`src/rtl/core/atmg_pkg.sv`:
```
`timescale 1ns / 1ps

package atmg_pkg;

  // Payload width of every request and result field
  localparam int DATA_W = 32;

  // Internal fixed-point formats: angle in degrees with 24 fraction bits,
  // rotation vector with 30 fraction bits
  localparam int ANG_FRAC = 24;
  localparam int VEC_FRAC = 30;

  // Width of the angle residue during range reduction
  localparam int RED_W = 36;
  // Width of the CORDIC angle accumulator and of the vector components
  localparam int Z_W = 34;
  localparam int V_W = 34;

  // Limit of the CORDIC gain, 30 fraction bits
  localparam logic signed [V_W-1:0] GAIN_K = 34'sd652032874;

  // atan(2^-i) in degrees, 24 fraction bits
  localparam int ATAN_LEN = 24;
  localparam logic [29:0] ATAN_DEG [ATAN_LEN] = '{
    30'd754974720, 30'd445687602, 30'd235489088, 30'd119537938,
    30'd60000934,  30'd30029717,  30'd15018523,  30'd7509720,
    30'd3754917,   30'd1877466,   30'd938734,    30'd469367,
    30'd234684,    30'd117342,    30'd58671,     30'd29335,
    30'd14668,     30'd7334,      30'd3667,      30'd1833,
    30'd917,       30'd458,       30'd229,       30'd115
  };

  // Transform kinds
  typedef enum logic [1:0] {
    MODE_TRANSLATE = 2'd0,
    MODE_SCALE     = 2'd1,
    MODE_ROTATE    = 2'd2,
    MODE_REFLECT   = 2'd3
  } atmg_mode_e;

  // Control and pass-through data that travels with each request
  typedef struct packed {
    logic                     vld;
    atmg_mode_e               mode;
    logic                     neg;
    logic signed [DATA_W-1:0] a;
    logic signed [DATA_W-1:0] b;
  } atmg_tag_t;

  // Top two rows of the homogeneous matrix
  typedef struct packed {
    logic signed [DATA_W-1:0] r0c0;
    logic signed [DATA_W-1:0] r0c1;
    logic signed [DATA_W-1:0] r0c2;
    logic signed [DATA_W-1:0] r1c0;
    logic signed [DATA_W-1:0] r1c1;
    logic signed [DATA_W-1:0] r1c2;
  } atmg_mat_t;

endpackage

```
`src/rtl/core/atmg_mod_cell.sv`:
```
`timescale 1ns / 1ps

// One restoring step of the modulo-360 reduction: subtract a fixed
// multiple of a full turn when the residue is at least that large.
module atmg_mod_cell #(
  parameter int     RW      = 36,
  parameter longint SUB_VAL = 1
) (
  input  logic                clk_i,
  input  logic                rst_ni,
  input  logic                adv_i,
  input  atmg_pkg::atmg_tag_t tag_i,
  input  logic [RW-1:0]       r_i,
  output atmg_pkg::atmg_tag_t tag_o,
  output logic [RW-1:0]       r_o
);

  localparam logic [RW-1:0] SUB_C = RW'(SUB_VAL);

  atmg_pkg::atmg_tag_t tag_q;
  logic [RW-1:0]       r_d, r_q;

  // compare and subtract
  always_comb begin
    r_d = (r_i >= SUB_C) ? (r_i - SUB_C) : r_i;
  end

  always_ff @(posedge clk_i or negedge rst_ni) begin
    if (!rst_ni) begin
      tag_q <= '0;
    end else if (adv_i) begin
      tag_q <= tag_i;
    end
  end

  always_ff @(posedge clk_i) begin
    if (adv_i) begin
      r_q <= r_d;
    end
  end

  assign tag_o = tag_q;
  assign r_o   = r_q;

endmodule

```
`config.mk`:
```
export PLATFORM = sky130hd
export DESIGN_NAME = atmg_mod_cell
export DESIGN_NICKNAME = d
export VERILOG_FILES = /design/src/rtl/core/atmg_pkg.sv /design/src/rtl/core/atmg_mod_cell.sv
export SDC_FILE = /design/constraint.sdc
export NUM_CORES = 1
export LEC_CHECK = 0
export ABC_AREA = 1
export BUFFER_PORTS_ARGS = -buffer_cell sky130_fd_sc_hd__buf_2
export CAP_MARGIN = 10
export CORE_MARGIN = 2
export CORE_UTILIZATION = 43
export DETAILED_ROUTE_END_ITERATION = 8
export PLACE_DENSITY = 0.75
export SLEW_MARGIN = 0
export SYNTH_ARGS = -nofsm -noshare
export SYNTH_HDL_FRONTEND = slang
export SYNTH_SLANG_ARGS = --single-unit
```
`constraint.sdc`:
```
create_clock -name clk_i -period 0.9 [get_ports clk_i]
set_clock_uncertainty 0.2 [all_clocks]
set_input_delay 0.18 -clock clk_i [delete_from_list [all_inputs] [get_ports clk_i]]
set_output_delay 0.18 -clock clk_i [all_outputs]
set_load 0.02 [all_outputs]
```
==> impl_metrics.tcl <==
set metrics [dict create \
    outcome "finished with violations" \
    violations "negative hold slack, negative setup slack" \
    grt_pass1_vias 5190 \
    final_cells 972 \
    start_util_pct 43.8 \
    cts_buffers 9 \
    rsz0062_at_grt "yes" \
    maxSlewHeadroom_pct 79.5 \
    drt_wl_total_um 20000 \
    netlist_area_um2 4980 \
    tns_ns -68.97 \
    cts_hold_buf 1 \
    min_period_over_period_pct 163 \
    slew_violations 0 \
    ys_seq_elements 104 \
    cp.required_ns 0.81 \
    vias_per_cell 4.99 \
    grt_overflow 0 \
    vias 4850 \
    crit_slowest_cell "a21oi_4" \
    hold_viol 68 \
    p_int_w 0.00945 \
    worst_slack_ns -0.565 \
    place_hpwl_um 11400 \
    synthDistinctLibCells 24 \
    grt.total_usage_pct 29.8 \
    cts_tree "built" \
    io_buffers 210 \
    yosys_warnings 0 \
    cp-start-kind "input port" \
    cp_slowest_stage_delay_ns 0.16 \
    die_h_um 112 \
    p_per_area_nw_per_um2 1440 \
    grt_max_degree 52 \
    placed_area_um2 7200 \
    worstMarginPinSlew_ns 0.306 \
    drt_iter0_drc 293 \
    wl_per_cell_um 20.5 \
    comb_power_share_pct 29.3 \
    syn_nets 581 \
    setup_viol 208 \
    drive_gt1_share_pct 66.4 \
    nets 933 \
    ir_drop_mv 1.42 \
    power_switching_share_pct 29.4 \
    drcViolationCount 0 \
    cp_max_fo 4 \
    path_class "input port to flop" \
    insertion_delay_ns 0.35 \
    fin_crit_ns 1.47 \
    critPathArrivalTime_ns 1.37 \
    whs_ns -0.144 \
    cts_buffer_depth 2 \
    dp_cells 888 \
    ff2ff_path_depth 2 \
    root_buffer "clkbuf_16" \
    clkTransAtPathRegs_ns 0.07 \
    whs_path_depth 2 \
    yosysSeqAreaShare_pct 55.8 \
    htree_levels 3 \
    die_area_um2 12500 \
    pwr-share-clk_pct 27.8 \
    netlist.area_leader.share_pct 34.1 \
    cp_common_cell "nor2_4" \
    antenna_found_initial 0 \
    rows 39 \
    drv_cap 0 \
    crit_chain "buf_6 -> nor2_4 -> nand2_4 -> nor2_4 -> nand2_2 -> nor2_4 -> nand2_2 -> a21oi_4 -> buf_6 -> buf_16 -> nor2_4" \
    p_sw_w 0.00393 \
    cts_sinks 104 \
    syn_area_per_cell_um2 10.6 \
    p_leak_nw 4.47 \
    grt_first_pass_wirelength_um 28300 \
    seqPwrFrac_pct 42.9 \
    drtAntennaViolNets 0 \
    syn2layout_area_growth_pct 86.1 \
    hold_path_class "input port to flop" \
    synthTopCellsByArea "dfrtp_1, edfxtp_1, mux2_2" \
    core-area_um2 11400 \
    fin_area_um2 9280 \
    synth_top_area_cell "dfrtp_1" \
    gp_congestion 0.934 \
    synthCells 472 \
    firstDrtPassIters 4 \
    ioPinCount 211 \
    fmax_mhz 682 \
    die_w_um 112 \
    nFillCells 586 \
    cp-end-kind "flop" \
]
-- critical path: cells and delay by family --
kind | cells | cell delay (ns)
compound gates | 1 | 0.16
buf+inv | 3 | 0.38
simple gates | 7 | 0.65
-- cell type report --
| cell class | count | area [um2] | area share [%] |
|---|---|---|---|
| tap | 143 | 179 | 1.93 |
| timing repair buffer | 351 | 3180 | 34.3 |
| clock buffer | 10 | 229 | 2.47 |
| sequential | 104 | 2780 | 30.0 |
| multi-input combinational | 310 | 2670 | 28.8 |
| clock inverter | 5 | 40.0 | 0.431 |
| inverter | 48 | 188 | 2.02 |
| antenna | 1 | 2.50 | 0.0270 |
-- metrics by stage --
stage	utilization, %	hold slack [ns]	setup slack (ns)	total power (W)
finish	81.6	-0.144	-0.565	0.0134
global route	81.6	-0.154	-0.601	0.0138
CTS	77.6	-0.158	-0.493	0.0129
detailed placement	63.4	0.00499	-0.982	0.00831
global placement	63.4	-0.0131	-0.936	0.00824
floorplan	-	-0.316	-0.712	0.00715
-- placed cells by master (no fill, tap or decap), drive strengths merged --
master / n
ha: 2
nand3: 16
a21oi: 1
edfxtp: 36
and2: 1
mux2: 68
o21ai: 6
clkbuf: 10
inv: 52
dfrtp: 68
dlygate4sd3: 1
xnor2: 21
buf: 350
xor2: 3
nand2: 87
diode: 1
nand3b: 2
clkinv: 1
nor2: 99
nand4: 4
-- worst paths after layout --
path / start / to / slack (ns)
worst max-delay path: r_i[16] / r_o[7] / -0.57
max in group asynchronous: rst_ni / tag_o[55] / 0.08
worst min-delay path: tag_i[3] / tag_o[3] / -0.14
min in group asynchronous: rst_ni / tag_o[28] / 0.19
worst max register to register: tag_o[2] / tag_o[2] / -0.25
worst min register to register: tag_o[43] / tag_o[43] / 0.34
-- per-layer routing --
layer	up-vias	global-route usage [%]	wire (um)
li1	2221	-	-
met1	2349	32.4	7030
met3	54	9.69	1560
met2	226	53.7	10600
met4	0	12.1	744
met5	-	0	0
-- synth_stat cells --
| cell type | n |
|---|---|
| o21ai_0 | 5 |
| ha_1 | 2 |
| inv_1 | 48 |
| buf_6 | 2 |
| a21oi_4 | 1 |
| dfrtp_1 | 68 |
| nand3b_1 | 2 |
| xor2_1 | 3 |
| nand3_1 | 14 |
| o21ai_1 | 1 |
| nand4_1 | 4 |
| buf_2 | 3 |
| buf_1 | 4 |
| nor2_4 | 4 |
| and2_1 | 1 |
| nand2_2 | 5 |
| nand3_2 | 1 |
| clkbuf_1 | 2 |
| xnor2_1 | 21 |
| mux2_2 | 68 |
| nand2_1 | 82 |
| nor2_1 | 76 |
| nor2_2 | 19 |
| edfxtp_1 | 36 |
-- cell families (layout without fill, tap and decap cells) --
kind of cell / Yosys count / in the layout / synth area share (%)
xor+xnor: 24 / 24 / 4.22
other cells: 0 / 1 / 0
compound gates: 7 / 7 / 0.929
flops: 104 / 104 / 55.8
buf+inv: 59 / 414 / 4.82
fa+ha+maj: 2 / 2 / 0.502
simple gates: 208 / 209 / 18.3
mux: 68 / 68 / 15.4
-- sequential cells by signal, summed over array words and instances (netlist names) --
register / cells
r_o: 36
tag_o: 68
-- repair_timing --
action	CTS	global route
cloned	3	0
buffers inserted	52	26
pin swaps	34	29
setup endpoints to repair	208	208
endpoints found under the hold margin	137	68
resized for setup	281	112
-- power groups by stage --
stage / registers [W] / clock network [W] / logic, W
4_1_cts: 0.00564 / 0.00376 / 0.00354
3_3_place_gp: 0.00562 / 0 / 0.00263
5_1_grt: 0.00577 / 0.00398 / 0.00409
2_1_floorplan: 0.00621 / 0 / 0.000934
3_5_place_dp: 0.00565 / 0 / 0.00266
6_report: 0.00573 / 0.00372 / 0.00392
Power figures use the tool's default switching activity.
