**src/rtl/core/atmg_pkg.sv**
```systemverilog
`timescale 1ns / 1ps

package atmg_pkg;

  // Payload width of every request and result field
  localparam int DATA_W = 32;

  // Internal fixed-point formats: angle in degrees with 24 fraction bits,
  // rotation vector with 30 fraction bits
  localparam int ANG_FRAC = 24;
  localparam int VEC_FRAC = 30;

  // Width of the angle residue during range reduction
  localparam int RED_W = 36;
  // Width of the CORDIC angle accumulator and of the vector components
  localparam int Z_W = 34;
  localparam int V_W = 34;

  // Limit of the CORDIC gain, 30 fraction bits
  localparam logic signed [V_W-1:0] GAIN_K = 34'sd652032874;

  // atan(2^-i) in degrees, 24 fraction bits
  localparam int ATAN_LEN = 24;
  localparam logic [29:0] ATAN_DEG [ATAN_LEN] = '{
    30'd754974720, 30'd445687602, 30'd235489088, 30'd119537938,
    30'd60000934,  30'd30029717,  30'd15018523,  30'd7509720,
    30'd3754917,   30'd1877466,   30'd938734,    30'd469367,
    30'd234684,    30'd117342,    30'd58671,     30'd29335,
    30'd14668,     30'd7334,      30'd3667,      30'd1833,
    30'd917,       30'd458,       30'd229,       30'd115
  };

  // Transform kinds
  typedef enum logic [1:0] {
    MODE_TRANSLATE = 2'd0,
    MODE_SCALE     = 2'd1,
    MODE_ROTATE    = 2'd2,
    MODE_REFLECT   = 2'd3
  } atmg_mode_e;

  // Control and pass-through data that travels with each request
  typedef struct packed {
    logic                     vld;
    atmg_mode_e               mode;
    logic                     neg;
    logic signed [DATA_W-1:0] a;
    logic signed [DATA_W-1:0] b;
  } atmg_tag_t;

  // Top two rows of the homogeneous matrix
  typedef struct packed {
    logic signed [DATA_W-1:0] r0c0;
    logic signed [DATA_W-1:0] r0c1;
    logic signed [DATA_W-1:0] r0c2;
    logic signed [DATA_W-1:0] r1c0;
    logic signed [DATA_W-1:0] r1c1;
    logic signed [DATA_W-1:0] r1c2;
  } atmg_mat_t;

endpackage

```
**src/rtl/core/atmg_cordic_cell.sv**
```systemverilog
`timescale 1ns / 1ps

// One CORDIC rotation step with a fixed shift and arctangent constant.
module atmg_cordic_cell #(
  parameter int     SHIFT = 0,
  parameter longint ATAN  = 0
) (
  input  logic                                  clk_i,
  input  logic                                  rst_ni,
  input  logic                                  adv_i,
  input  atmg_pkg::atmg_tag_t                   tag_i,
  input  logic signed [atmg_pkg::V_W-1:0]       x_i,
  input  logic signed [atmg_pkg::V_W-1:0]       y_i,
  input  logic signed [atmg_pkg::Z_W-1:0]       z_i,
  output atmg_pkg::atmg_tag_t                   tag_o,
  output logic signed [atmg_pkg::V_W-1:0]       x_o,
  output logic signed [atmg_pkg::V_W-1:0]       y_o,
  output logic signed [atmg_pkg::Z_W-1:0]       z_o
);

  localparam int ZW = atmg_pkg::Z_W;
  localparam int VW = atmg_pkg::V_W;
  localparam logic signed [ZW-1:0] ATAN_C = ZW'(ATAN);

  atmg_pkg::atmg_tag_t     tag_q;
  logic signed [VW-1:0]    dx, dy;
  logic signed [VW-1:0]    x_d, y_d, x_q, y_q;
  logic signed [ZW-1:0]    z_d, z_q;

  // rotate toward zero residual angle; zero counts as positive
  always_comb begin
    dx = y_i >>> SHIFT;
    dy = x_i >>> SHIFT;
    if (!z_i[ZW-1]) begin
      x_d = x_i - dx;
      y_d = y_i + dy;
      z_d = z_i - ATAN_C;
    end else begin
      x_d = x_i + dx;
      y_d = y_i - dy;
      z_d = z_i + ATAN_C;
    end
  end

  always_ff @(posedge clk_i or negedge rst_ni) begin
    if (!rst_ni) begin
      tag_q <= '0;
    end else if (adv_i) begin
      tag_q <= tag_i;
    end
  end

  always_ff @(posedge clk_i) begin
    if (adv_i) begin
      x_q <= x_d;
      y_q <= y_d;
      z_q <= z_d;
    end
  end

  assign tag_o = tag_q;
  assign x_o   = x_q;
  assign y_o   = y_q;
  assign z_o   = z_q;

endmodule

```
**config.mk**
```make
export PLATFORM = sky130hd
export DESIGN_NAME = atmg_cordic_cell
export DESIGN_NICKNAME = d
export VERILOG_FILES = /design/src/rtl/core/atmg_pkg.sv /design/src/rtl/core/atmg_cordic_cell.sv
export SDC_FILE = /design/constraint.sdc
export NUM_CORES = 1
export LEC_CHECK = 0
export BUFFER_PORTS_ARGS = -buffer_cell sky130_fd_sc_hd__buf_4
export CAP_MARGIN = 20
export CORE_ASPECT_RATIO = 1.25
export CORE_MARGIN = 2
export CORE_UTILIZATION = 53
export CTS_CLUSTER_SIZE = 8
export DETAILED_ROUTE_END_ITERATION = 10
export PLACE_DENSITY_LB_ADDON = 0.08
export REMOVE_ABC_BUFFERS = 1
export SYNTH_ARGS = -nofsm -noshare
export SYNTH_HDL_FRONTEND = slang
export SYNTH_SLANG_ARGS = --single-unit
```
**constraint.sdc**
```tcl
create_clock -name clk_i -period 1.05 [get_ports clk_i]
set_clock_uncertainty 0.15 [all_clocks]
set_input_delay 0.0525 -clock clk_i [delete_from_list [all_inputs] [get_ports clk_i]]
set_output_delay 0.0525 -clock clk_i [all_outputs]
set_load 0.02 [all_outputs]
```
==> impl_metrics.ini, run 1 <==
[place]
dpl.hpwl_um = 35030
portBuffers = 342
dpl_worst_slack_ns = -2.163
gp_congestion = 1.043

[synthesis]
ys_ff_latch = 169
synth-edff-count = 101
ys_seq_area_share_pct = 41.78
synth_warnings = 0
ys.flop_type = edfxtp_1
postSynth.asyncResetShare_pct = 40.24
avgSynthCellArea_um2 = 10.04
netlist_area_mm2 = 0.01133
synth.distinct_cells = 70
synth_cells = 1129

[die]
die_x_um = 134.8
io-pin-count = 343
start_util_pct = 54.25
dieHeight_um = 167.5
rows = 59

[cts]
numCtsBuffers = 17
ctsHtreeMaxLevel = 4
hold_buffers = 103
clock_path_buffers = 2
cts_sinks = 169
cts-resized-gates = 500
post_cts.repair.setup_buffers = 52
cts_root_buffer = clkbuf_16

[status]
run_status = stopped before the end
lastStage = clock tree synthesis
error_line = [ERROR DPL-0033] detailed placement checks failed during check placement.
[cells in the mapped netlist (3+ instances only)]
library cell | n | area share (%)
o21ai_0 | 68 | 3.0
o31ai_1 | 7 | 0.46
nor3_1 | 21 | 0.93
a2111o_1 | 4 | 0.40
buf_1 | 11 | 0.36
a22oi_1 | 3 | 0.20
o311ai_0 | 5 | 0.39
a211oi_1 | 11 | 0.73
nor2b_1 | 11 | 0.61
clkinv_1 | 3 | 0.099
fa_1 | 3 | 0.53
nand2b_1 | 8 | 0.44
edfxtp_1 | 101 | 27
a21o_1 | 22 | 1.5
xor2_1 | 6 | 0.46
a2111oi_0 | 4 | 0.31
or3_1 | 5 | 0.28
mux2_2 | 68 | 6.8
a221o_1 | 6 | 0.53
nand3_1 | 12 | 0.53
inv_1 | 104 | 3.4
or4_1 | 5 | 0.33
clkbuf_1 | 39 | 1.3
ha_1 | 100 | 11
dfrtp_1 | 68 | 15
o21bai_1 | 24 | 1.6
xnor2_1 | 59 | 4.6
and3_1 | 4 | 0.22
mux2i_1 | 12 | 1.1
o21a_1 | 10 | 0.66
a21boi_0 | 6 | 0.40
o32ai_1 | 3 | 0.23
nor2_1 | 77 | 2.6
nand2_1 | 44 | 1.5
nand4_1 | 7 | 0.39
o211ai_1 | 7 | 0.46
or2_2 | 9 | 0.50
o22ai_1 | 5 | 0.28
a21oi_1 | 115 | 5.1
and2_1 | 3 | 0.17
o41ai_2 | 3 | 0.43
a31oi_1 | 6 | 0.33
a31o_2 | 3 | 0.23
[stage by stage]
step / util (%) / hold WS (ns) / std cells / instance area (µm²)
after global placement: 80.31 / -0.06125 / 2042 / 16780
after detailed placement: 80.31 / -0.05496 / 2042 / 16780
after floorplan: - / -0.3931 / 1074 / 11110
[cell families after synthesis]
| kind of cell | share of synthesized area, % |
|---|---|
| simple gates | 8.953 |
| fa+ha+maj | 11.57 |
| flops | 41.78 |
| compound gates | 19.34 |
| xor+xnor | 5.023 |
| buf+inv | 5.520 |
| mux | 7.816 |
==> run 2: changes to the inputs <==
--- a/config.mk
+++ b/config.mk
@@ -7,12 +7,10 @@
 export LEC_CHECK = 0
 export BUFFER_PORTS_ARGS = -buffer_cell sky130_fd_sc_hd__buf_4
 export CAP_MARGIN = 20
-export CORE_ASPECT_RATIO = 1.25
 export CORE_MARGIN = 2
-export CORE_UTILIZATION = 53
-export CTS_CLUSTER_SIZE = 8
+export CORE_UTILIZATION = 40
 export DETAILED_ROUTE_END_ITERATION = 10
-export PLACE_DENSITY_LB_ADDON = 0.08
+export PLACE_DENSITY_LB_ADDON = 0.15
 export REMOVE_ABC_BUFFERS = 1
 export SYNTH_ARGS = -nofsm -noshare
 export SYNTH_HDL_FRONTEND = slang
==> run 2 against run 1 <==
Effect of this change:
- the flow now finishes, with violations (negative hold slack, negative setup slack)
- synthesized area stayed put
- synthesized cell count unchanged
==> impl_metrics.ini, run 2 <==
[status]
run_status = finished, violations left
violations = negative hold slack, negative setup slack

[die]
die_x_um = 172.3
dieHeight_um = 172.3
die_area_mm2 = 0.02970
rows = 61
io-pin-count = 343
fp.coreArea_mm2 = 0.02786
start_util_pct = 40.68

[synthesis]
synth-edff-count = 101
synth-simple-area-share_pct = 8.953
yosysTopAreaCell = edfxtp_1
synth.most_common_cell = a21oi_1
synth_warnings = 0
ys_seq_area_share_pct = 41.78
synth-xor-area-share_pct = 5.023
ys.flop_type = edfxtp_1
ys_top_cells_by_count = 115 x a21oi_1, 104 x inv_1, 101 x edfxtp_1, 100 x ha_1, 77 x nor2_1
synth_cells = 1129
synth.distinct_cells = 70
netlist.area_leader.share_pct = 26.76
synth_top_family_by_area = compound AO/OA/AOI/OAI gates
avgSynthCellArea_um2 = 10.04
netlist_area_mm2 = 0.01133
ys_top_cells_by_area = edfxtp_1 27%, dfrtp_1 15%, ha_1 11%
postSynth.asyncResetShare_pct = 40.24
synth_adder_area_share_pct = 11.57
ys_ff_latch = 169
synth-compound-area-share_pct = 19.34
synthMuxAreaShare_pct = 7.816

[critical_path]
crit_fanout = 7
critPathKind = in2reg
endpoint_kind = register
crit_required_ns = 1.08
startpoint_type = input pin
arrival_ns = 2.69

[place]
dpl_cell_area_mm2 = 0.01675
gp_congestion = 0.9573
dp_cells = 2128
dpl.hpwl_um = 33640
portBuffers = 342

[global_route]
grt-ovfl-total = 0
grt_max_degree = 48
grt_pass1_wl_um = 71700
grt_pass1_vias = 12470
grtUsageTotal_pct = 32.02
antenna_found_initial = 2

[pwr]
p_int_uw = 17320
clkPwrFrac_pct = 23.5
seqPwrFrac_pct = 32.3
power_leakage_uw = 0.009728
switching_share_pct = 35.41
switchingPower_uw = 9496
ir_worst_vdd_v = 0.001259
pwr_density_cell_mw_per_mm2 = 1245
power_frac_comb_pct = 44.2

[sta]
worstMarginPinSlew_ns = 0.6115
setup_viol = 255
slew_headroom_pct = 58.89
fmax_mhz = 376.7
period_needed_ns = 2.655
drv_slew = 0
setup_tns_ns = -97.85
hold_ws_ns = -0.1202
postLayoutSetupSlackWorst_ns = -1.605
period_share_pct = 252.8
hold_viol_final = 15
rsz0062_at_grt = true

[finish]
final_cell_mix = 522 x buf_4, 222 x buf_6, 104 x dlygate4sd3_1
final_util_pct = 77.35
mostFrequentLayoutCell = buf_4
largest_reg_flops = 68
stdcell_area_mm2 = 0.02155
drive_gt1_share_pct = 56.45
syn2layout_area_growth_pct = 90.13
layout.nets = 2240
instances_no_fill = 2357

[cts]
cts_sinks = 169
clk_latency_ns = 0.44
path_clk_slew_ns = 0.08
ctsHtreeMaxLevel = 4
clock_path_buffers = 2
cts_root_buffer = clkbuf_16
numCtsBuffers = 17
hold_buffers = 106
cts_tree = yes

[drt]
drc = 0
vias = 12813
drtAntennaViolNets = 0
totalWireLength_um = 53830
wire_per_inst_um = 22.84
viasPerCell = 5.436
dr.pass1.iters = 5
drtIter0Drc = 1053

[min_path]
hp-class = in2async

[flow_run]
cap_violations = 0
==> run 2: cell counts after synthesis <==
No cell type changed its count.
==> run 2: cell type report <==
class                           instances  area [µm²]
Timing Repair Buffer                  871        7845
Multi-Input combinational cell        798        7492
Fill cell                            1693        6310
Sequential cell                       169        4735
Tap cell                              378       473.0
Clock buffer                           20       457.9
Inverter                              107       435.4
Clock inverter                         12       105.1
Antenna cell                            2       5.005
==> run 2: timing repair <==
action | in CTS | in global routing
pin swaps | 96 | 107
resized for setup | 447 | 185
setup endpoints to repair | 235 | 343
endpoints found under the hold margin | 201 | 16
buffers inserted | 42 | 61
==> run 2: critical path, stage by stage <==
cell,delay [ns]
buf_4,0.15
inv_2,0.06
ha_4,0.29
nor3_4,0.27
o21ai_2,0.12
a311o_1,0.32
a31o_1,0.27
o21a_1,0.24
o41ai_4,0.35
a221oi_4,0.16
o41ai_2,0.27
xnor2_1,0.12
==> run 2: final timing paths <==
kind / start / endpoint / slack [ns] / depth (start not counted)
worst max-delay path: x_i[5] / y_o[32] / -1.60 / 12
worst min-delay path: rst_ni / tag_o[42] / -0.12 / 2
worst max register to register: tag_o[48] / tag_o[48] / -0.12 / 3
worst min register to register: tag_o[34] / tag_o[34] / 0.39 / 1
max in group asynchronous: rst_ni / tag_o[7] / 0.42 / 3
min in group clk_i: y_i[0] / y_o[0] / -0.10 / 3
==> run 2: cell families after synthesis <==
group	count (synthesis)
multiplexers	80
AO/OA/AOI/OAI	336
flip-flops	169
XOR/XNOR	65
buffers and inverters	162
AND/OR/NAND/NOR	214
adder cells (fa/ha/maj)	103
==> run 2: per-layer routing <==
layer | vias to the layer above | part of all wire, % | track usage (%)
met5 | - | 0 | 0
met2 | 692 | 48 | 55.02
met4 | 0 | 7.3 | 17.72
li1 | 5727 | - | -
met3 | 230 | 7.9 | 7.118
met1 | 6164 | 37 | 37.04
==> run 2: power groups by stage <==
stage                     sequential (µW)  combinational [µW]  clock, µW
after floorplan                      9550                2920          0
after global placement               8510                8540          0
after detailed placement             8550                8610          0
after CTS                            8570               10500       6160
after global routing                 8720               12400       6550
final                                8660               11900       6300
==> run 2: per-stage QoR <==
step	setup slack (ns)	total power [µW]
detailed placement	-2.244	17150
floorplan	-1.769	12470
global route	-1.610	27660
finish	-1.605	26820
global placement	-2.273	17060
CTS	-1.327	25200
No activity file was read; power rests on OpenSTA's default activity.
