`config.mk`:
```
export PLATFORM = sky130hd
export DESIGN_NAME = atmg_out
export DESIGN_NICKNAME = d
export VERILOG_FILES = /design/src/rtl/core/atmg_pkg.sv /design/src/rtl/core/atmg_out.sv
export SDC_FILE = /design/constraint.sdc
export NUM_CORES = 1
export LEC_CHECK = 0
export CORE_MARGIN = 2
export CORE_UTILIZATION = 67
export DETAILED_ROUTE_END_ITERATION = 7
export DONT_BUFFER_PORTS = 1
export PLACE_DENSITY = 0.83
export SYNTH_ARGS = -nofsm -noshare
export SYNTH_HDL_FRONTEND = slang
export SYNTH_SLANG_ARGS = --single-unit
```
`constraint.sdc`:
```
create_clock -name clk_i -period 22.2 [get_ports clk_i]
set_clock_uncertainty 0.05 [all_clocks]
set_input_delay 2.22 -clock clk_i [delete_from_list [all_inputs] [get_ports clk_i]]
set_output_delay 2.22 -clock clk_i [all_outputs]
set_load 0.01 [all_outputs]
```
`src/rtl/core/atmg_pkg.sv`:
```
`timescale 1ns / 1ps

package atmg_pkg;

  // Payload width of every request and result field
  localparam int DATA_W = 32;

  // Internal fixed-point formats: angle in degrees with 24 fraction bits,
  // rotation vector with 30 fraction bits
  localparam int ANG_FRAC = 24;
  localparam int VEC_FRAC = 30;

  // Width of the angle residue during range reduction
  localparam int RED_W = 36;
  // Width of the CORDIC angle accumulator and of the vector components
  localparam int Z_W = 34;
  localparam int V_W = 34;

  // Limit of the CORDIC gain, 30 fraction bits
  localparam logic signed [V_W-1:0] GAIN_K = 34'sd652032874;

  // atan(2^-i) in degrees, 24 fraction bits
  localparam int ATAN_LEN = 24;
  localparam logic [29:0] ATAN_DEG [ATAN_LEN] = '{
    30'd754974720, 30'd445687602, 30'd235489088, 30'd119537938,
    30'd60000934,  30'd30029717,  30'd15018523,  30'd7509720,
    30'd3754917,   30'd1877466,   30'd938734,    30'd469367,
    30'd234684,    30'd117342,    30'd58671,     30'd29335,
    30'd14668,     30'd7334,      30'd3667,      30'd1833,
    30'd917,       30'd458,       30'd229,       30'd115
  };

  // Transform kinds
  typedef enum logic [1:0] {
    MODE_TRANSLATE = 2'd0,
    MODE_SCALE     = 2'd1,
    MODE_ROTATE    = 2'd2,
    MODE_REFLECT   = 2'd3
  } atmg_mode_e;

  // Control and pass-through data that travels with each request
  typedef struct packed {
    logic                     vld;
    atmg_mode_e               mode;
    logic                     neg;
    logic signed [DATA_W-1:0] a;
    logic signed [DATA_W-1:0] b;
  } atmg_tag_t;

  // Top two rows of the homogeneous matrix
  typedef struct packed {
    logic signed [DATA_W-1:0] r0c0;
    logic signed [DATA_W-1:0] r0c1;
    logic signed [DATA_W-1:0] r0c2;
    logic signed [DATA_W-1:0] r1c0;
    logic signed [DATA_W-1:0] r1c1;
    logic signed [DATA_W-1:0] r1c2;
  } atmg_mat_t;

endpackage

```
`src/rtl/core/atmg_out.sv`:
```
`timescale 1ns / 1ps

// Rounds the CORDIC vector, builds the matrix rows and holds the result
// in an output register with a skid entry behind it.
module atmg_out #(
  parameter int FRAC_BITS = 16
) (
  input  logic                            clk_i,
  input  logic                            rst_ni,
  input  atmg_pkg::atmg_tag_t             tag_i,
  input  logic signed [atmg_pkg::V_W-1:0] x_i,
  input  logic signed [atmg_pkg::V_W-1:0] y_i,
  input  logic                            out_stall_i,
  output logic                            adv_o,
  output logic                            out_valid_o,
  output atmg_pkg::atmg_mat_t             mat_o
);

  localparam int VW = atmg_pkg::V_W;
  localparam int DW = atmg_pkg::DATA_W;
  localparam int SH = atmg_pkg::VEC_FRAC - FRAC_BITS;
  localparam logic signed [VW-1:0] HALF = VW'(64'sd1 <<< (SH - 1));
  localparam logic signed [DW-1:0] ONE  = DW'(64'sd1 <<< FRAC_BITS);
  // entries in (-0.005, 0) are flushed: v > -ceil(5 * 2^F / 1000)
  localparam longint FLUSH_LIM = ((64'sd5 <<< FRAC_BITS) + 999) / 1000;
  localparam logic signed [DW-1:0] FLUSH_NEG = -DW'(FLUSH_LIM);

  atmg_pkg::atmg_tag_t  tag_q;
  logic signed [VW-1:0] xr, yr, xs, ys;
  logic signed [DW-1:0] c_d, s_d, c_q, s_q;
  logic signed [DW-1:0] neg_c, neg_s;
  atmg_pkg::atmg_mat_t  mat_d, out_q, skid_q;
  logic                 out_vld_q, skid_vld_q, take, adv;

  function automatic logic signed [DW-1:0] flush(input logic signed [DW-1:0] v);
    logic hit;
    hit = v[DW-1] && (v > FLUSH_NEG);
    return hit ? '0 : v;
  endfunction

  assign adv  = !skid_vld_q;
  assign take = out_vld_q && !out_stall_i;

  // round half up, with the fold negation merged into the add
  always_comb begin
    xr  = tag_i.neg ? (HALF - x_i) : (x_i + HALF);
    yr  = tag_i.neg ? (HALF - y_i) : (y_i + HALF);
    xs  = xr >>> SH;
    ys  = yr >>> SH;
    c_d = DW'(xs);
    s_d = DW'(ys);
  end

  always_ff @(posedge clk_i or negedge rst_ni) begin
    if (!rst_ni) begin
      tag_q <= '0;
    end else if (adv) begin
      tag_q <= tag_i;
    end
  end

  always_ff @(posedge clk_i) begin
    if (adv) begin
      c_q <= c_d;
      s_q <= s_d;
    end
  end

  // matrix assembly
  always_comb begin
    neg_c = -c_q;
    neg_s = -s_q;
    mat_d = '0;
    unique case (tag_q.mode)
      atmg_pkg::MODE_TRANSLATE: begin
        mat_d.r0c0 = ONE;
        mat_d.r0c2 = tag_q.a;
        mat_d.r1c1 = ONE;
        mat_d.r1c2 = tag_q.b;
      end
      atmg_pkg::MODE_SCALE: begin
        mat_d.r0c0 = tag_q.a;
        mat_d.r1c1 = tag_q.b;
      end
      atmg_pkg::MODE_ROTATE: begin
        mat_d.r0c0 = flush(c_q);
        mat_d.r0c1 = flush(neg_s);
        mat_d.r1c0 = flush(s_q);
        mat_d.r1c1 = flush(c_q);
      end
      atmg_pkg::MODE_REFLECT: begin
        mat_d.r0c0 = flush(c_q);
        mat_d.r0c1 = flush(s_q);
        mat_d.r1c0 = flush(s_q);
        mat_d.r1c1 = flush(neg_c);
      end
    endcase
  end

  // output register plus skid entry; the pipeline freezes while skid is full
  always_ff @(posedge clk_i or negedge rst_ni) begin
    if (!rst_ni) begin
      out_vld_q  <= 1'b0;
      skid_vld_q <= 1'b0;
    end else if (skid_vld_q) begin
      if (take) begin
        skid_vld_q <= 1'b0;
      end
    end else if (!out_vld_q || take) begin
      out_vld_q <= tag_q.vld;
    end else if (tag_q.vld) begin
      skid_vld_q <= 1'b1;
    end
  end

  always_ff @(posedge clk_i) begin
    if (skid_vld_q) begin
      if (take) begin
        out_q <= skid_q;
      end
    end else if (!out_vld_q || take) begin
      out_q <= mat_d;
    end else if (tag_q.vld) begin
      skid_q <= mat_d;
    end
  end

  assign adv_o       = adv;
  assign out_valid_o = out_vld_q;
  assign mat_o       = out_q;

endmodule

```
==> impl_metrics.yaml, run 1 <==
worst_setup_path:
  cp_cell_sequence: "nand2_1 > o21a_4 > buf_4 > buf_4"
  r2r_cells: 4
  slowest_stage: "o21a_4"
  crit_family: "buffers and inverters"
  arrival_ns: 4.64
  critPathRequiredTime_ns: 22.34
  cpPeakStageDelay_ns: 0.86
  cp_max_fo: 72
  worstSetupEndpointType: "flop"
  crit_top_cell: "buf_4"
  critPathLaunchType: "input port"
  crit_buf_inv: 2
  criticalPathCategory: "in2reg"
  path_depth: 4
timing:
  fmax_ghz: 0.222
  worstMarginPinSlew_ns: 1.38
  rsz0062_at_grt: "no"
  setup-violations-final: 0
  post-route-min-period_ns: 4.51
  period_share_pct: 20.3
  slew_viol_final: 0
  final_hold_viol_count: 0
  slew_headroom_pct: 7.06
  finalHoldWorstSlack_ns: 0.464
  setup_tns_ns: 0
run:
  cap_violations: 0
finish:
  stdcell_count: 2091
  nFillCells: 2041
  drive_gt1_share_pct: 19.6
  layout.nets: 1757
  area_growth_pct: 7.87
  final_area_mm2: 0.0235
logic_synthesis:
  ys_types: 75
  synth_area_leaders: "edfxtp_1 (55%), mux2_2 (10%), dfrtp_1 (7.9%)"
  yosys_most_used_dff: "edfxtp_1"
  synth-edff-count: 400
  ys_top_cells_by_count: "edfxtp_1 (400), mux2_2 (201), nand2_1 (116)"
  async_flop_share_pct: 14.7
  syn_nets: 1816
  syn_area_mm2: 0.0218
  ys_warn_count: 0
  ys_seq_elements: 469
  synth.top_cell.area_share_pct: 55.1
  yosysTopAreaCell: "edfxtp_1"
  synth_most_common_cell: "edfxtp_1"
  synth.avg_cell_area_um2: 13.1
  ys_seq_area_share_pct: 63.0
  netlist_instances: 1667
die:
  num_rows: 66
  die_area_mm2: 0.0340
  fp.dieH_um: 184
  num_io_pins: 333
  fp.coreArea_mm2: 0.0323
  initial_core_util_pct: 67.5
  die_w_um: 184
cts:
  clockBufferDepth: 3
  cts-root-buf: "clkbuf_16"
  clkTransAtPathRegs_ns: 0.06
  worstSkewPairLatency_ns: 0.56
  post_cts_buffers: 0
  cts_tree: "built"
  numCtsBuffers: 45
  postCtsResizedCells: 0
  clock_sinks: 469
  ctsHoldBuffers: 0
  h-tree-depth: 2
pwr:
  powerDensity_mw_per_mm2: 144
  p_sw_w: 0.00116
  swShare_pct: 34.3
  cellLeakagePower_nw: 8.62
  pwr-share-seq_pct: 51.8
  intPower_w: 0.00223
  p_clk_share_pct: 23.0
  ir_worst_vdd_mv: 0.0971
  combinationalPowerShare_pct: 25.2
hold_path:
  hold_depth: 1
  hold_path_class: "reg2reg"
global_routing:
  antenna_found_initial: 6
  grt_pass1_wl_mm: 76.7
  globalRouteTotalUtil_pct: 29.4
  grt_pass1_vias: 13200
  grt_max_degree: 99
  grt.overflow.total: 0
routing:
  wirelength_mm: 50.8
  drc_errors: 0
  drtPass1Iterations: 6
  postRouteAntennaNets: 0
  vias: 13800
  vias_per_cell: 6.59
  routedWlPerCell_um: 24.3
  drtIter0Drc: 1463
place:
  dp.cells: 2003
  place_area_mm2: 0.0220
  place_congestion: 0.914
  dpl.hpwl_mm: 33.2
  numPortBuffers: 0
status:
  status: "completed"
## logic make-up (layout without fill, tap and decap cells)
family / Yosys count / after routing / synth area share (%)
and+or+nand+nor: 475 / 475 / 11.4
DFF: 469 / 469 / 63.0
AOI/OAI and AO/OA: 298 / 298 / 9.50
muxes: 204 / 204 / 10.5
buffers and inverters: 167 / 144 / 3.20
xor gates and xnor gates: 44 / 44 / 1.77
adders and majority gates: 10 / 10 / 0.574
other: 0 / 5 / 0
## cell usage in the layout, fill, tap and decap left out, drive strengths merged, types with 18 or more instances in the layout
master,synthesis,routed
a21o,18,18
edfxtp,400,400
xnor2,29,29
o21ai,50,50
dfrtp,69,69
inv,47,48
a31oi,18,18
and2,87,87
nor3,40,40
a21oi,89,89
or3,19,19
nor4,20,20
mux2,201,201
clkbuf,95,64
nand2,116,116
a22o,21,21
nor2,91,91
## power groups by stage
| stage | clock network, W | logic (W) | registers [W] |
|---|---|---|---|
| finish | 0.000782 | 0.000855 | 0.00176 |
| floorplan | 0 | 0.000716 | 0.00167 |
| detailed placement | 0 | 0.000842 | 0.00177 |
| global placement | 0 | 0.000813 | 0.00176 |
| global route | 0.000821 | 0.000928 | 0.00179 |
| CTS | 0.000790 | 0.000852 | 0.00176 |
## sequential cells by signal, indices dropped and copies added, names as in the netlist
register,cells
out_valid_o,1
skid_vld_q,1
c_q,20
skid_q,180
mat_o,180
tag_q,67
s_q,20
## area by class of cell
type | count | area, um^2 | area share (%)
flip-flops and latches | 469 | 13700 | 58.5
multi-input cells | 1031 | 7380 | 31.4
clock buffers | 64 | 1300 | 5.53
well taps | 442 | 553 | 2.35
clock inverters | 19 | 228 | 0.969
inverters | 47 | 184 | 0.782
repair buffers | 14 | 105 | 0.447
diodes | 5 | 12.5 | 0.0532
## path summary, 6_finish.rpt
kind	slack, ns	start	end
worst min-delay path	0.46	tag_q[67]	tag_q[67]
worst min register to register	0.46	tag_q[67]	tag_q[67]
min in group asynchronous	1.31	rst_ni	tag_q[3]
worst max-delay path	17.69	out_stall_i	mat_o[104]
max in group asynchronous	20.63	rst_ni	tag_q[23]
worst max register to register	17.73	skid_vld_q	mat_o[104]
## per-layer routing
layer  global-route usage [%]  share of wire, %  routed length (um)
met5                        0              0.11                  54
met4                     9.12               2.6                1340
met3                     6.18               9.8                4980
met2                     47.3                48               24300
met1                     40.6                40               20100
## through the flow
step | util [%] | setup WS [ns] | total power [W]
floorplan | - | 6.81 | 0.00238
global placement | 68.0 | 17.20 | 0.00257
detailed placement | 68.0 | 17.11 | 0.00261
CTS | 72.8 | 17.68 | 0.00340
global route | 72.8 | 17.45 | 0.00354
finish | 72.8 | 17.69 | 0.00340
(Power assumes the default switching activity.)
==> run 2: changes to the inputs <==
Settings changed: CORE_UTILIZATION 67 to 64, PLACE_DENSITY 0.83 to 0.8.
Clock period 22.2 ns to 4.45 ns, I/O delays scaled along.
==> impl_metrics.yaml, run 2 (same netlist as run 1, synthesis figures left out) <==
status:
  status: "completed"
pwr:
  swShare_pct: 34.3
  cellLeakagePower_nw: 8.98
  pwr-share-seq_pct: 51.0
  p_clk_share_pct: 23.0
  powerDensity_mw_per_mm2: 705
  intPower_w: 0.0113
  combinationalPowerShare_pct: 25.9
  p_sw_w: 0.00588
  ir_worst_vdd_mv: 0.384
cts:
  h-tree-depth: 2
  cts_tree: "built"
  clock_sinks: 469
  cts-root-buf: "clkbuf_16"
  numCtsBuffers: 46
  postCtsResizedCells: 0
  clockBufferDepth: 3
  clkTransAtPathRegs_ns: 0.06
  worstSkewPairLatency_ns: 0.56
  post_cts_buffers: 0
routing:
  drc_errors: 0
  wirelength_mm: 53.2
  postRouteAntennaNets: 0
  vias: 14100
  vias_per_cell: 6.49
  drtIter0Drc: 1325
  drtPass1Iterations: 7
  routedWlPerCell_um: 24.5
place:
  dpl.hpwl_mm: 33.9
  numPortBuffers: 0
  place_congestion: 0.947
  place_area_mm2: 0.0221
worst_setup_path:
  criticalPathCategory: "reg2reg"
  critPathLaunchType: "flop"
  cp_max_fo: 42
  worstSetupEndpointType: "flop"
  critPathRequiredTime_ns: 4.68
  r2r_cells: 9
  timing.rr.start: "c_q[0]"
  arrival_ns: 3.99
  regToRegEndpoint: "mat_o[39]"
  r2r_slack_ns: 0.69
finish:
  layout.nets: 1835
  drive_gt1_share_pct: 19.0
  final_area_mm2: 0.0243
  final_common_cell: "edfxtp_1"
  nFillCells: 2160
  postLayoutCoreUtil_pct: 72.6
  final_cell_mix: "edfxtp_1 (400), mux2_2 (201), nand2_1 (116)"
  area_growth_pct: 11.7
die:
  num_rows: 67
  fp.coreArea_mm2: 0.0335
  die_w_um: 189
  die_area_mm2: 0.0355
  fp.dieH_um: 189
  num_io_pins: 333
  initial_core_util_pct: 65.0
timing:
  worstMarginPinSlew_ns: 1.25
  setup-violations-final: 0
  rsz0062_at_grt: "no"
  final_hold_viol_count: 0
  post-route-min-period_ns: 3.76
  fmax_ghz: 0.266
  slew_viol_final: 0
  period_share_pct: 84.4
  slew_headroom_pct: 16.3
run:
  cap_violations: 0
global_routing:
  grt_pass1_wl_mm: 81.6
  grt_max_degree: 145
  antenna_found_initial: 5
  grt.overflow.total: 0
  grt_pass1_vias: 13900
  globalRouteTotalUtil_pct: 29.7
hold_path:
  hold_start: "y_i[15]"
  hold_path_class: "in2reg"
  worstHoldEndpoint: "s_q[1]"
  hold_depth: 1
-- run 2: worst max-delay path by stage --
stage          slack [ns]  startpoint   endpoint
2_1_floorplan       -1.14  skid_vld_q  skid_q[0]
3_3_place_gp         0.98      c_q[1]  mat_o[50]
3_5_place_dp         0.77      c_q[0]  mat_o[39]
6_report             0.69      c_q[0]  mat_o[39]
5_1_grt              0.47      c_q[0]  mat_o[39]
4_1_cts              0.77      c_q[0]  mat_o[39]
-- run 2: per-stage QoR --
stage | setup slack [ns] | power (W) | instances | TNS, ns | hold slack, ns
CTS | 0.768 | 0.0171 | 2172 | 0 | 0.0251
detailed placement | 0.769 | 0.0131 | 2016 | 0 | 0.102
finish | 0.695 | 0.0171 | 2175 | 0 | 0.0381
global placement | 0.979 | 0.0129 | 2016 | 0 | 0.101
global route | 0.472 | 0.0179 | 2175 | 0 | 0.0231
floorplan | -1.14 | 0.0117 | 1667 | -204.54 | 0.0994
-- run 2: timing repair --
item / 4_1_cts / 5_1_grt
hold endpoints to repair: 137 / 0
endpoints found under the setup margin: 0 / 0
hold buffers: 70 / 0
-- run 2: layer usage --
metal  global-route usage, %  wire [um]  vias up
met1                    41.2      21700     6970
met4                    9.83       1580        2
met2                    46.5      25100      766
met3                    7.30       4870      108
met5                       0         14        -
li1                        -          -     6279
-- run 2: worst max-delay path: stages, from the launching register on --
cell and delay (ns):
edfxtp_1 0.47, inv_1 0.13, ha_1 0.34, nor2b_1 0.33
a21oi_1 0.12, o41ai_1 0.31, mux2_2 0.42, o31a_4 0.56
a2111oi_0 0.61, a311oi_1 0.11
-- run 2: power groups by stage --
stage | combinational (W) | clock [W] | sequential [W]
final | 0.00445 | 0.00395 | 0.00875
after global routing | 0.00485 | 0.00416 | 0.00888
after CTS | 0.00442 | 0.00398 | 0.00873
after detailed placement | 0.00430 | 0 | 0.00880
after global placement | 0.00415 | 0 | 0.00874
after floorplan | 0.00360 | 0 | 0.00815
-- run 2: area by class of cell --
| type | count | area, um^2 | area share (%) |
|---|---|---|---|
| Antenna cell | 3 | 7.51 | 0.0308 |
| Clock buffer | 63 | 1280 | 5.24 |
| Clock inverter | 23 | 259 | 1.06 |
| Inverter | 47 | 184 | 0.756 |
| Multi-Input combinational cell | 1031 | 7390 | 30.4 |
| Sequential cell | 469 | 13700 | 56.5 |
| Tap cell | 448 | 561 | 2.30 |
| Timing Repair Buffer | 91 | 913 | 3.75 |
